**src/design/shs_pkg.sv**
```systemverilog
package shs_pkg;

    // block store: sixteen big-endian 32-bit words
    localparam int BLK_WORDS   = 16;
    localparam int BLK_AW      = $clog2(BLK_WORDS);
    // chaining words
    localparam int CHAIN_WORDS = 8;
    localparam int CHAIN_AW    = $clog2(CHAIN_WORDS);
    localparam int ROUNDS      = 64;

    // input operation codes
    localparam logic OP_ABSORB = 1'b0;
    localparam logic OP_FINISH = 1'b1;

    localparam logic [7:0] PAD_BYTE = 8'h80;

    typedef enum logic [2:0] {
        ST_IDLE,
        ST_PAD,
        ST_LOAD,
        ST_ROUND,
        ST_UPDATE,
        ST_OUT_RD,
        ST_OUT_SHOW
    } t_state;

    localparam logic [31:0] ROUND_K [ROUNDS] = '{
        32'h428a2f98, 32'h71374491, 32'hb5c0fbcf, 32'he9b5dba5,
        32'h3956c25b, 32'h59f111f1, 32'h923f82a4, 32'hab1c5ed5,
        32'hd807aa98, 32'h12835b01, 32'h243185be, 32'h550c7dc3,
        32'h72be5d74, 32'h80deb1fe, 32'h9bdc06a7, 32'hc19bf174,
        32'he49b69c1, 32'hefbe4786, 32'h0fc19dc6, 32'h240ca1cc,
        32'h2de92c6f, 32'h4a7484aa, 32'h5cb0a9dc, 32'h76f988da,
        32'h983e5152, 32'ha831c66d, 32'hb00327c8, 32'hbf597fc7,
        32'hc6e00bf3, 32'hd5a79147, 32'h06ca6351, 32'h14292967,
        32'h27b70a85, 32'h2e1b2138, 32'h4d2c6dfc, 32'h53380d13,
        32'h650a7354, 32'h766a0abb, 32'h81c2c92e, 32'h92722c85,
        32'ha2bfe8a1, 32'ha81a664b, 32'hc24b8b70, 32'hc76c51a3,
        32'hd192e819, 32'hd6990624, 32'hf40e3585, 32'h106aa070,
        32'h19a4c116, 32'h1e376c08, 32'h2748774c, 32'h34b0bcb5,
        32'h391c0cb3, 32'h4ed8aa4a, 32'h5b9cca4f, 32'h682e6ff3,
        32'h748f82ee, 32'h78a5636f, 32'h84c87814, 32'h8cc70208,
        32'h90befffa, 32'ha4506ceb, 32'hbef9a3f7, 32'hc67178f2
    };

    localparam logic [31:0] INIT_HASH [CHAIN_WORDS] = '{
        32'h6a09e667, 32'hbb67ae85, 32'h3c6ef372, 32'ha54ff53a,
        32'h510e527f, 32'h9b05688c, 32'h1f83d9ab, 32'h5be0cd19
    };

    // round function sums
    function automatic logic [31:0] big_sum0(input logic [31:0] x);
        big_sum0 = {x[1:0], x[31:2]} ^ {x[12:0], x[31:13]} ^ {x[21:0], x[31:22]};
    endfunction

    function automatic logic [31:0] big_sum1(input logic [31:0] x);
        big_sum1 = {x[5:0], x[31:6]} ^ {x[10:0], x[31:11]} ^ {x[24:0], x[31:25]};
    endfunction

    // message schedule sums
    function automatic logic [31:0] small_sig0(input logic [31:0] x);
        small_sig0 = {x[6:0], x[31:7]} ^ {x[17:0], x[31:18]} ^ {3'b000, x[31:3]};
    endfunction

    function automatic logic [31:0] small_sig1(input logic [31:0] x);
        small_sig1 = {x[16:0], x[31:17]} ^ {x[18:0], x[31:19]} ^ {10'b0, x[31:10]};
    endfunction

endpackage

```
**src/design/sha256_stream_hash.sv**
```systemverilog
// Streaming SHA-256 hasher. Absorb items (one message byte each) are taken one per cycle;
// every 64th byte starts a block compression (a read of the eight chaining words, a
// schedule lead-in step and 64 rounds, a read-add-write of each chaining word) during which
// no item is taken, since one round unit and a chaining memory with one read port and one
// write port do the work. A finish item writes the padding one word a cycle (up to 16 words
// per padding block), compresses one or two padding blocks, then delivers the eight digest
// words, each read and then held until taken, word 0 first, with last_word on word 7; the
// block is then ready for a new message with the initial hash values restored.
module sha256_stream_hash (
    input  logic        i_clk,
    input  logic        i_rst_n,
    input  logic        i_valid,
    output logic        o_ready,
    input  logic        i_op,
    input  logic [7:0]  i_data_byte,
    output logic        o_valid,
    input  logic        i_ready,
    output logic [31:0] o_digest_word,
    output logic [2:0]  o_word_index,
    output logic        o_last_word
);
    import shs_pkg::*;

    // control registers
    t_state      r_state, n_state;
    logic [6:0]  r_cnt, n_cnt;
    logic [5:0]  r_fill, n_fill;
    logic [63:0] r_bits, n_bits;
    logic        r_fin, n_fin;
    logic        r_last_blk, n_last_blk;
    logic        r_first, n_first;
    logic [CHAIN_WORDS-1:0] r_cv_valid;

    // datapath registers
    logic [31:0] r_stage;
    logic [31:0] r_w [BLK_WORDS];
    logic [31:0] r_wk;
    logic [31:0] r_v [CHAIN_WORDS];
    logic [31:0] r_bq;
    logic [31:0] r_cq;

    // memories
    logic [31:0] blk_mem [BLK_WORDS];
    logic [31:0] chain_mem [CHAIN_WORDS];

    // strobes
    logic                blk_we, blk_re;
    logic [BLK_AW-1:0]   blk_wa, blk_ra;
    logic [31:0]         blk_wd;
    logic                cv_we, cv_re, cv_clear;
    logic [CHAIN_AW-1:0] cv_wa, cv_ra;
    logic                sched_en, round_en, load_shift, upd_shift, stage_en;

    logic        in_acc;
    logic [63:0] pad_ext;
    logic [31:0] pad_word;
    logic [31:0] w_new;
    logic [31:0] t1, t2;
    logic [31:0] cv_wd;

    assign in_acc  = i_valid && o_ready;
    assign o_ready = (r_state == ST_IDLE);
    assign o_valid = (r_state == ST_OUT_SHOW);
    assign o_digest_word = r_cq;
    assign o_word_index  = r_cnt[2:0];
    assign o_last_word   = (r_cnt[2:0] == 3'(CHAIN_WORDS - 1));

    // first padding word: pending bytes, then the pad byte, then zeros
    assign pad_ext  = {24'b0, r_stage, PAD_BYTE} << {~r_fill[1:0], 3'b000};
    assign pad_word = pad_ext[31:0];

    // schedule word for step r_cnt
    assign w_new = (r_cnt[6:4] == 3'b000) ? r_bq :
                   small_sig1(r_w[14]) + r_w[9] + small_sig0(r_w[1]) + r_w[0];

    // round sums
    assign t1 = r_v[7] + big_sum1(r_v[4]) + ((r_v[4] & r_v[5]) ^ (~r_v[4] & r_v[6])) + r_wk;
    assign t2 = big_sum0(r_v[0]) + ((r_v[0] & r_v[1]) ^ (r_v[0] & r_v[2]) ^ (r_v[1] & r_v[2]));

    assign cv_wd = r_cq + r_v[0];

    // state register
    always_ff @(posedge i_clk) begin
        if (!i_rst_n) begin
            r_state    <= ST_IDLE;
            r_cnt      <= '0;
            r_fill     <= '0;
            r_bits     <= '0;
            r_fin      <= 1'b0;
            r_last_blk <= 1'b0;
            r_first    <= 1'b0;
        end else begin
            r_state    <= n_state;
            r_cnt      <= n_cnt;
            r_fill     <= n_fill;
            r_bits     <= n_bits;
            r_fin      <= n_fin;
            r_last_blk <= n_last_blk;
            r_first    <= n_first;
        end
    end

    // next state and strobes
    always_comb begin
        n_state    = r_state;
        n_cnt      = r_cnt;
        n_fill     = r_fill;
        n_bits     = r_bits;
        n_fin      = r_fin;
        n_last_blk = r_last_blk;
        n_first    = r_first;
        blk_we     = 1'b0;
        blk_wa     = r_fill[5:2];
        blk_wd     = {r_stage[23:0], i_data_byte};
        blk_re     = 1'b0;
        blk_ra     = '0;
        cv_we      = 1'b0;
        cv_wa      = CHAIN_AW'(r_cnt[2:0] - 3'd1);
        cv_re      = 1'b0;
        cv_ra      = r_cnt[2:0];
        cv_clear   = 1'b0;
        sched_en   = 1'b0;
        round_en   = 1'b0;
        load_shift = 1'b0;
        upd_shift  = 1'b0;
        stage_en   = 1'b0;
        case (r_state)
            ST_IDLE: begin
                if (in_acc) begin
                    if (i_op == OP_FINISH) begin
                        n_fin      = 1'b1;
                        n_first    = 1'b1;
                        n_last_blk = (r_fill[5:3] != 3'b111);
                        n_cnt      = {3'b000, r_fill[5:2]};
                        n_state    = ST_PAD;
                    end else begin
                        stage_en = 1'b1;
                        blk_we   = (r_fill[1:0] == 2'b11);
                        n_fill   = r_fill + 6'd1;
                        n_bits   = r_bits + 64'd8;
                        if (r_fill == 6'd63) begin
                            n_cnt   = '0;
                            n_state = ST_LOAD;
                        end
                    end
                end
            end
            ST_PAD: begin
                // one padding word a cycle, length in the last two words of the final block
                blk_we  = 1'b1;
                blk_wa  = r_cnt[3:0];
                n_first = 1'b0;
                if (r_first) begin
                    blk_wd = pad_word;
                end else if (r_last_blk && r_cnt[3:0] == 4'd14) begin
                    blk_wd = r_bits[63:32];
                end else if (r_last_blk && r_cnt[3:0] == 4'd15) begin
                    blk_wd = r_bits[31:0];
                end else begin
                    blk_wd = '0;
                end
                if (r_cnt[3:0] == 4'd15) begin
                    n_cnt   = '0;
                    n_state = ST_LOAD;
                end else begin
                    n_cnt = r_cnt + 7'd1;
                end
            end
            ST_LOAD: begin
                // chaining words into the working registers
                cv_re      = (r_cnt[3] == 1'b0);
                load_shift = (r_cnt != 7'd0);
                n_cnt      = r_cnt + 7'd1;
                if (r_cnt == 7'(CHAIN_WORDS)) begin
                    blk_re  = 1'b1;
                    blk_ra  = '0;
                    n_cnt   = '0;
                    n_state = ST_ROUND;
                end
            end
            ST_ROUND: begin
                // schedule one step ahead of the round
                sched_en = (r_cnt[6] == 1'b0);
                round_en = (r_cnt != 7'd0);
                blk_re   = (r_cnt < 7'(BLK_WORDS - 1));
                blk_ra   = r_cnt[3:0] + 4'd1;
                n_cnt    = r_cnt + 7'd1;
                if (r_cnt == 7'(ROUNDS)) begin
                    n_cnt   = '0;
                    n_state = ST_UPDATE;
                end
            end
            ST_UPDATE: begin
                // read, add, write back each chaining word
                cv_re     = (r_cnt[3] == 1'b0);
                cv_we     = (r_cnt != 7'd0);
                upd_shift = (r_cnt != 7'd0);
                n_cnt     = r_cnt + 7'd1;
                if (r_cnt == 7'(CHAIN_WORDS)) begin
                    n_cnt = '0;
                    if (!r_fin) begin
                        n_state = ST_IDLE;
                    end else if (r_last_blk) begin
                        n_state = ST_OUT_RD;
                    end else begin
                        n_last_blk = 1'b1;
                        n_first    = 1'b0;
                        n_state    = ST_PAD;
                    end
                end
            end
            ST_OUT_RD: begin
                cv_re   = 1'b1;
                n_state = ST_OUT_SHOW;
            end
            ST_OUT_SHOW: begin
                if (i_ready) begin
                    if (o_last_word) begin
                        cv_clear = 1'b1;
                        n_fill   = '0;
                        n_bits   = '0;
                        n_fin    = 1'b0;
                        n_cnt    = '0;
                        n_state  = ST_IDLE;
                    end else begin
                        n_cnt   = r_cnt + 7'd1;
                        n_state = ST_OUT_RD;
                    end
                end
            end
            default: begin
                n_state = ST_IDLE;
            end
        endcase
    end

    // block store
    always_ff @(posedge i_clk) begin
        if (blk_we) begin
            blk_mem[blk_wa] <= blk_wd;
        end
        if (blk_re) begin
            r_bq <= blk_mem[blk_ra];
        end
    end

    // chaining memory, unwritten words read as the initial hash
    always_ff @(posedge i_clk) begin
        if (cv_we) begin
            chain_mem[cv_wa] <= cv_wd;
        end
        if (cv_re) begin
            r_cq <= r_cv_valid[cv_ra] ? chain_mem[cv_ra] : INIT_HASH[cv_ra];
        end
    end

    // chaining word valid flags
    always_ff @(posedge i_clk) begin
        if (!i_rst_n || cv_clear) begin
            r_cv_valid <= '0;
        end else if (cv_we) begin
            r_cv_valid[cv_wa] <= 1'b1;
        end
    end

    // byte gathering
    always_ff @(posedge i_clk) begin
        if (stage_en) begin
            r_stage <= {r_stage[23:0], i_data_byte};
        end
    end

    // message schedule window
    always_ff @(posedge i_clk) begin
        if (sched_en) begin
            for (int i = 0; i < BLK_WORDS - 1; i++) begin
                r_w[i] <= r_w[i+1];
            end
            r_w[BLK_WORDS-1] <= w_new;
            r_wk <= w_new + ROUND_K[r_cnt[5:0]];
        end
    end

    // working variables
    always_ff @(posedge i_clk) begin
        if (load_shift) begin
            for (int i = 0; i < CHAIN_WORDS - 1; i++) begin
                r_v[i] <= r_v[i+1];
            end
            r_v[CHAIN_WORDS-1] <= r_cq;
        end else if (upd_shift) begin
            for (int i = 0; i < CHAIN_WORDS - 1; i++) begin
                r_v[i] <= r_v[i+1];
            end
            r_v[CHAIN_WORDS-1] <= r_v[0];
        end else if (round_en) begin
            r_v[7] <= r_v[6];
            r_v[6] <= r_v[5];
            r_v[5] <= r_v[4];
            r_v[4] <= r_v[3] + t1;
            r_v[3] <= r_v[2];
            r_v[2] <= r_v[1];
            r_v[1] <= r_v[0];
            r_v[0] <= t1 + t2;
        end
    end

    // no block store write while the block is being compressed
    a_no_blk_write_in_round: assert property (@(posedge i_clk) disable iff (!i_rst_n)
        (r_state == ST_ROUND || r_state == ST_LOAD) |-> !blk_we)
        else $error("block store written during compression");

    // chaining memory written only by the update pass
    a_chain_write_update: assert property (@(posedge i_clk) disable iff (!i_rst_n)
        cv_we |-> (r_state == ST_UPDATE && r_fin == $past(r_fin)))
        else $error("chaining word written outside update");

    // after the final digest word the initial hash is back
    a_chain_reset_after_digest: assert property (@(posedge i_clk) disable iff (!i_rst_n)
        (o_valid && i_ready && o_last_word) |=> (r_cv_valid == '0 && r_fill == '0))
        else $error("chain not restored after digest");

    // digest words only follow a finish that reached its final block
    a_out_after_final: assert property (@(posedge i_clk) disable iff (!i_rst_n)
        o_valid |-> (r_fin && r_last_blk && !o_ready))
        else $error("digest word outside a finish");

endmodule
```
**config.mk**
```make
export PLATFORM = sky130hd
export DESIGN_NAME = sha256_stream_hash
export DESIGN_NICKNAME = d
export VERILOG_FILES = /design/src/design/shs_pkg.sv /design/src/design/sha256_stream_hash.sv
export SDC_FILE = /design/constraint.sdc
export NUM_CORES = 2
export LEC_CHECK = 0
export ABC_CLOCK_PERIOD_IN_PS = 80800
export BUFFER_PORTS_ARGS = -buffer_cell sky130_fd_sc_hd__buf_2
export CORE_AREA = 2 2 474 476
export CTS_BUF_LIST = sky130_fd_sc_hd__clkbuf_2 sky130_fd_sc_hd__clkbuf_4 sky130_fd_sc_hd__clkbuf_8
export DETAILED_ROUTE_END_ITERATION = 8
export DIE_AREA = 0 0 476 478
export GPL_TIMING_DRIVEN = 0
export HOLD_SLACK_MARGIN = 0.08
export PLACE_DENSITY_LB_ADDON = 0.1
export SYNTH_ARGS = -nofsm -noshare
export SYNTH_HDL_FRONTEND = slang
export SYNTH_SLANG_ARGS = --single-unit
```
**constraint.sdc**
```tcl
create_clock -name i_clk -period 80.8 [get_ports i_clk]
set_clock_uncertainty 0.1 [all_clocks]
set_input_delay 8.08 -clock i_clk [delete_from_list [all_inputs] [get_ports i_clk]]
set_output_delay 8.08 -clock i_clk [all_outputs]
set_load 0.05 [all_outputs]
```
==> impl_metrics.env <==
export IMPL_status="complete, no violations"
export IMPL_yosysWarnings=0
export IMPL_clock_latency_ps=1070
export IMPL_hold_buffers=0
export IMPL_cts_htree_levels=5
export IMPL_port_buffers=49
export IMPL_grt_pass1_wl_um=402000
export IMPL_synth_fa_ha_area_frac=0.0707
export IMPL_setup_violations=0
export IMPL_grt_usage=0.247
export IMPL_die_h_um=478
export IMPL_hp_start="r_w[0][182]"
export IMPL_max_freq_mhz=88.9
export IMPL_start_util=0.376
export IMPL_clk_path_buf_depth=4
export IMPL_synth_xor_xnor_area_share=0.0491
export IMPL_crit_start="r_cnt[2]"
export IMPL_vias=55400
export IMPL_synth_simple_gate_area_frac=0.0787
export IMPL_synth_top_family_by_area="compound AO/OA/AOI/OAI gates"
export IMPL_rsz0062_at_grt="false"
export IMPL_dieArea_sq_mm=0.228
export IMPL_path_clk_slew_ps=50
export IMPL_routed_wl_um=285000
export IMPL_cts_root_buf="clkbuf_8"
export IMPL_dr_first_iter_drc_count=5571
export IMPL_ys_flop_type="edfxtp_1"
export IMPL_crit_required_ps=72620
export IMPL_syn_inst=6515
export IMPL_utilization=0.428
export IMPL_area_growth_pct=13.8
export IMPL_slew_viol_final=0
export IMPL_hpwl_um=212000
export IMPL_postSynthAreaPerCell_sq_um=12.9
export IMPL_r2r_start="r_cnt[0]"
export IMPL_muxShareOfSynthArea=0.0551
export IMPL_core_area_sq_mm=0.223
export IMPL_ys_async_sr_fraction=0
export IMPL_final_period_utilization=0.139
export IMPL_antenna_found_initial=22
export IMPL_cp_end_kind="output port"
export IMPL_ant_nets=0
export IMPL_startpoint_type="flip-flop"
export IMPL_hold_path_class="flip-flop to flip-flop"
export IMPL_critPathMaxFanout=16
export IMPL_path_class="flip-flop to output port"
export IMPL_gp_congestion=0.950
export IMPL_cts_inserted_buffers=326
export IMPL_rows=174
export IMPL_post_cts_resized=0
export IMPL_ys_seq_area_frac=0.614
export IMPL_synth_compound_area_frac=0.103
export IMPL_overflow=0
export IMPL_grt_start_max_net_pins=37
export IMPL_ys_seq_elements=1747
export IMPL_yosysUniqueCellTypes=82
export IMPL_worst_pin_slew_ps=1340
export IMPL_viasPerCell=5.45
export IMPL_synth_area_leaders="edfxtp_1 59%, fa_1 3.8%, nand2_1 3.6%, ha_1 3.2%, xnor2_1 3.1%"
export IMPL_synth_nets=6904
export IMPL_fp_dieW_um=476
export IMPL_drt_pass1_iter_count=6
export IMPL_finalSetupTns_ps=0
export IMPL_cts_sinks=1747
export IMPL_drive_gt1_frac=0.124
export IMPL_io_pins=51
export IMPL_r2r_slack_ps=70460
export IMPL_hold_viol_final=0
export IMPL_routedWlPerCell_um=28.0
export IMPL_min_period_ps=11250
export IMPL_synth_edff_count=1656
export IMPL_cp_arrival_ps=3070
export IMPL_syn_area_sq_mm=0.0840
export IMPL_nNetsFinal=7349
export IMPL_synth_area_leader_cell="edfxtp_1"
export IMPL_hold_slack_ps=254
export IMPL_slew_headroom=0.101
export IMPL_cap_violations=0
export IMPL_drc_errors=0
export IMPL_cts_tree="built"
export IMPL_first_global_vias=54900
export IMPL_cts_setup_buffers=0
export IMPL_synth_top_area_frac=0.592
state kept, by name, indices dropped and copies added, names as in the netlist, named ones only:
| name | count |
|---|---|
| blk_mem | 512 |
| r_w | 512 |
| chain_mem | 256 |
| r_v | 256 |
| r_bits | 61 |
| o_digest_word | 32 |
| r_bq | 32 |
| r_wk | 32 |
| r_stage | 24 |
| r_cv_valid | 8 |
| r_cnt | 7 |
| r_fill | 6 |
| r_state | 3 |
| r_fin | 1 |
| r_first | 1 |
| r_last_blk | 1 |
kinds of logic after synthesis:
kind of cell    count (synthesis)
xor+xnor                      471
compound gates               1387
simple gates                 1515
buf+inv                       659
fa+ha+maj                     380
mux                           356
flops                        1747
final timing paths:
| check | endpoint | cells after the start |
|---|---|---|
| max | o_last_word | 2 |
| min | r_w[0][150] | 0 |
| max reg2reg | r_wk[23] | 25 |
| min reg2reg | r_w[0][150] | 0 |
metrics by stage:
stage / area (sq um) / std cells / worst slack, ps
final: 95600 / 10200 / 69550
after global routing: 95600 / 10200 / 69450
after CTS: 95500 / 10200 / 69390
after detailed placement: 89600 / 9624 / 69310
after global placement: 88000 / 9556 / 44460
after floorplan: 84000 / 6515 / 55320
layout by cell type, fill, tap and decap left out, types with 38 or more instances in the layout:
| cell type | n |
|---|---|
| a21o_1 | 129 |
| clkbuf_1 | 302 |
| o21ai_0 | 370 |
| buf_2 | 60 |
| nand2b_1 | 38 |
| xnor2_1 | 300 |
| and3_1 | 71 |
| clkinv_1 | 65 |
| mux2_2 | 153 |
| nor2b_1 | 39 |
| a21oi_1 | 419 |
| xor2_1 | 171 |
| mux2i_1 | 133 |
| ha_1 | 217 |
| clkbuf_8 | 336 |
| a221oi_1 | 48 |
| nand3_1 | 88 |
| nor2_1 | 274 |
| edfxtp_1 | 1656 |
| mux4_2 | 70 |
| inv_1 | 304 |
| a211oi_1 | 52 |
| dfxtp_1 | 91 |
| fa_1 | 159 |
| a31oi_1 | 42 |
| nor3_1 | 59 |
| clkbuf_4 | 96 |
| buf_12 | 38 |
| o31ai_1 | 47 |
| nand2_1 | 803 |
cell usage after synthesis (39+ instances only):
cell type and count:
dfxtp_1 91, ha_1 217, o21ai_0 374, inv_1 304
and3_1 71, nor3_1 63, a21oi_1 421, mux2i_1 133
a221oi_1 48, o31ai_1 47, xnor2_1 300, clkbuf_1 302
nor2b_1 39, edfxtp_1 1656, mux4_2 70, a211oi_1 54
nand2_1 803, nand3_1 88, a21o_1 129, fa_1 159
nor2_1 298, a31oi_1 42, mux2_2 153, xor2_1 171
metal layers:
metal,global-route usage,wire length [um],vias up
met5,0,57,-
met4,0.0697,7920,8
met3,0.0394,17300,479
met2,0.382,128000,1852
met1,0.359,131000,28200
li1,-,-,24800
layout make-up:
type                    instances  area, sq um
multi-input cells            4109        30200
inverters                     306         1150
fillers                     20900       128000
flip-flops and latches       1747        51500
plain buffers                 353         1360
clock buffers                 432         5350
well taps                    2992         3740
diodes                          8         20.0
clock inverters               102          638
repair buffers                117         1580
critical path, cell delays in order (launching register included):
cell and delay (ps):
dfxtp_1 1000, ha_1 670, buf_2 370
Power is left out: the tool's default activity adds up to more than one toggle a clock period on the data nets, which glitch-free logic cannot reach.
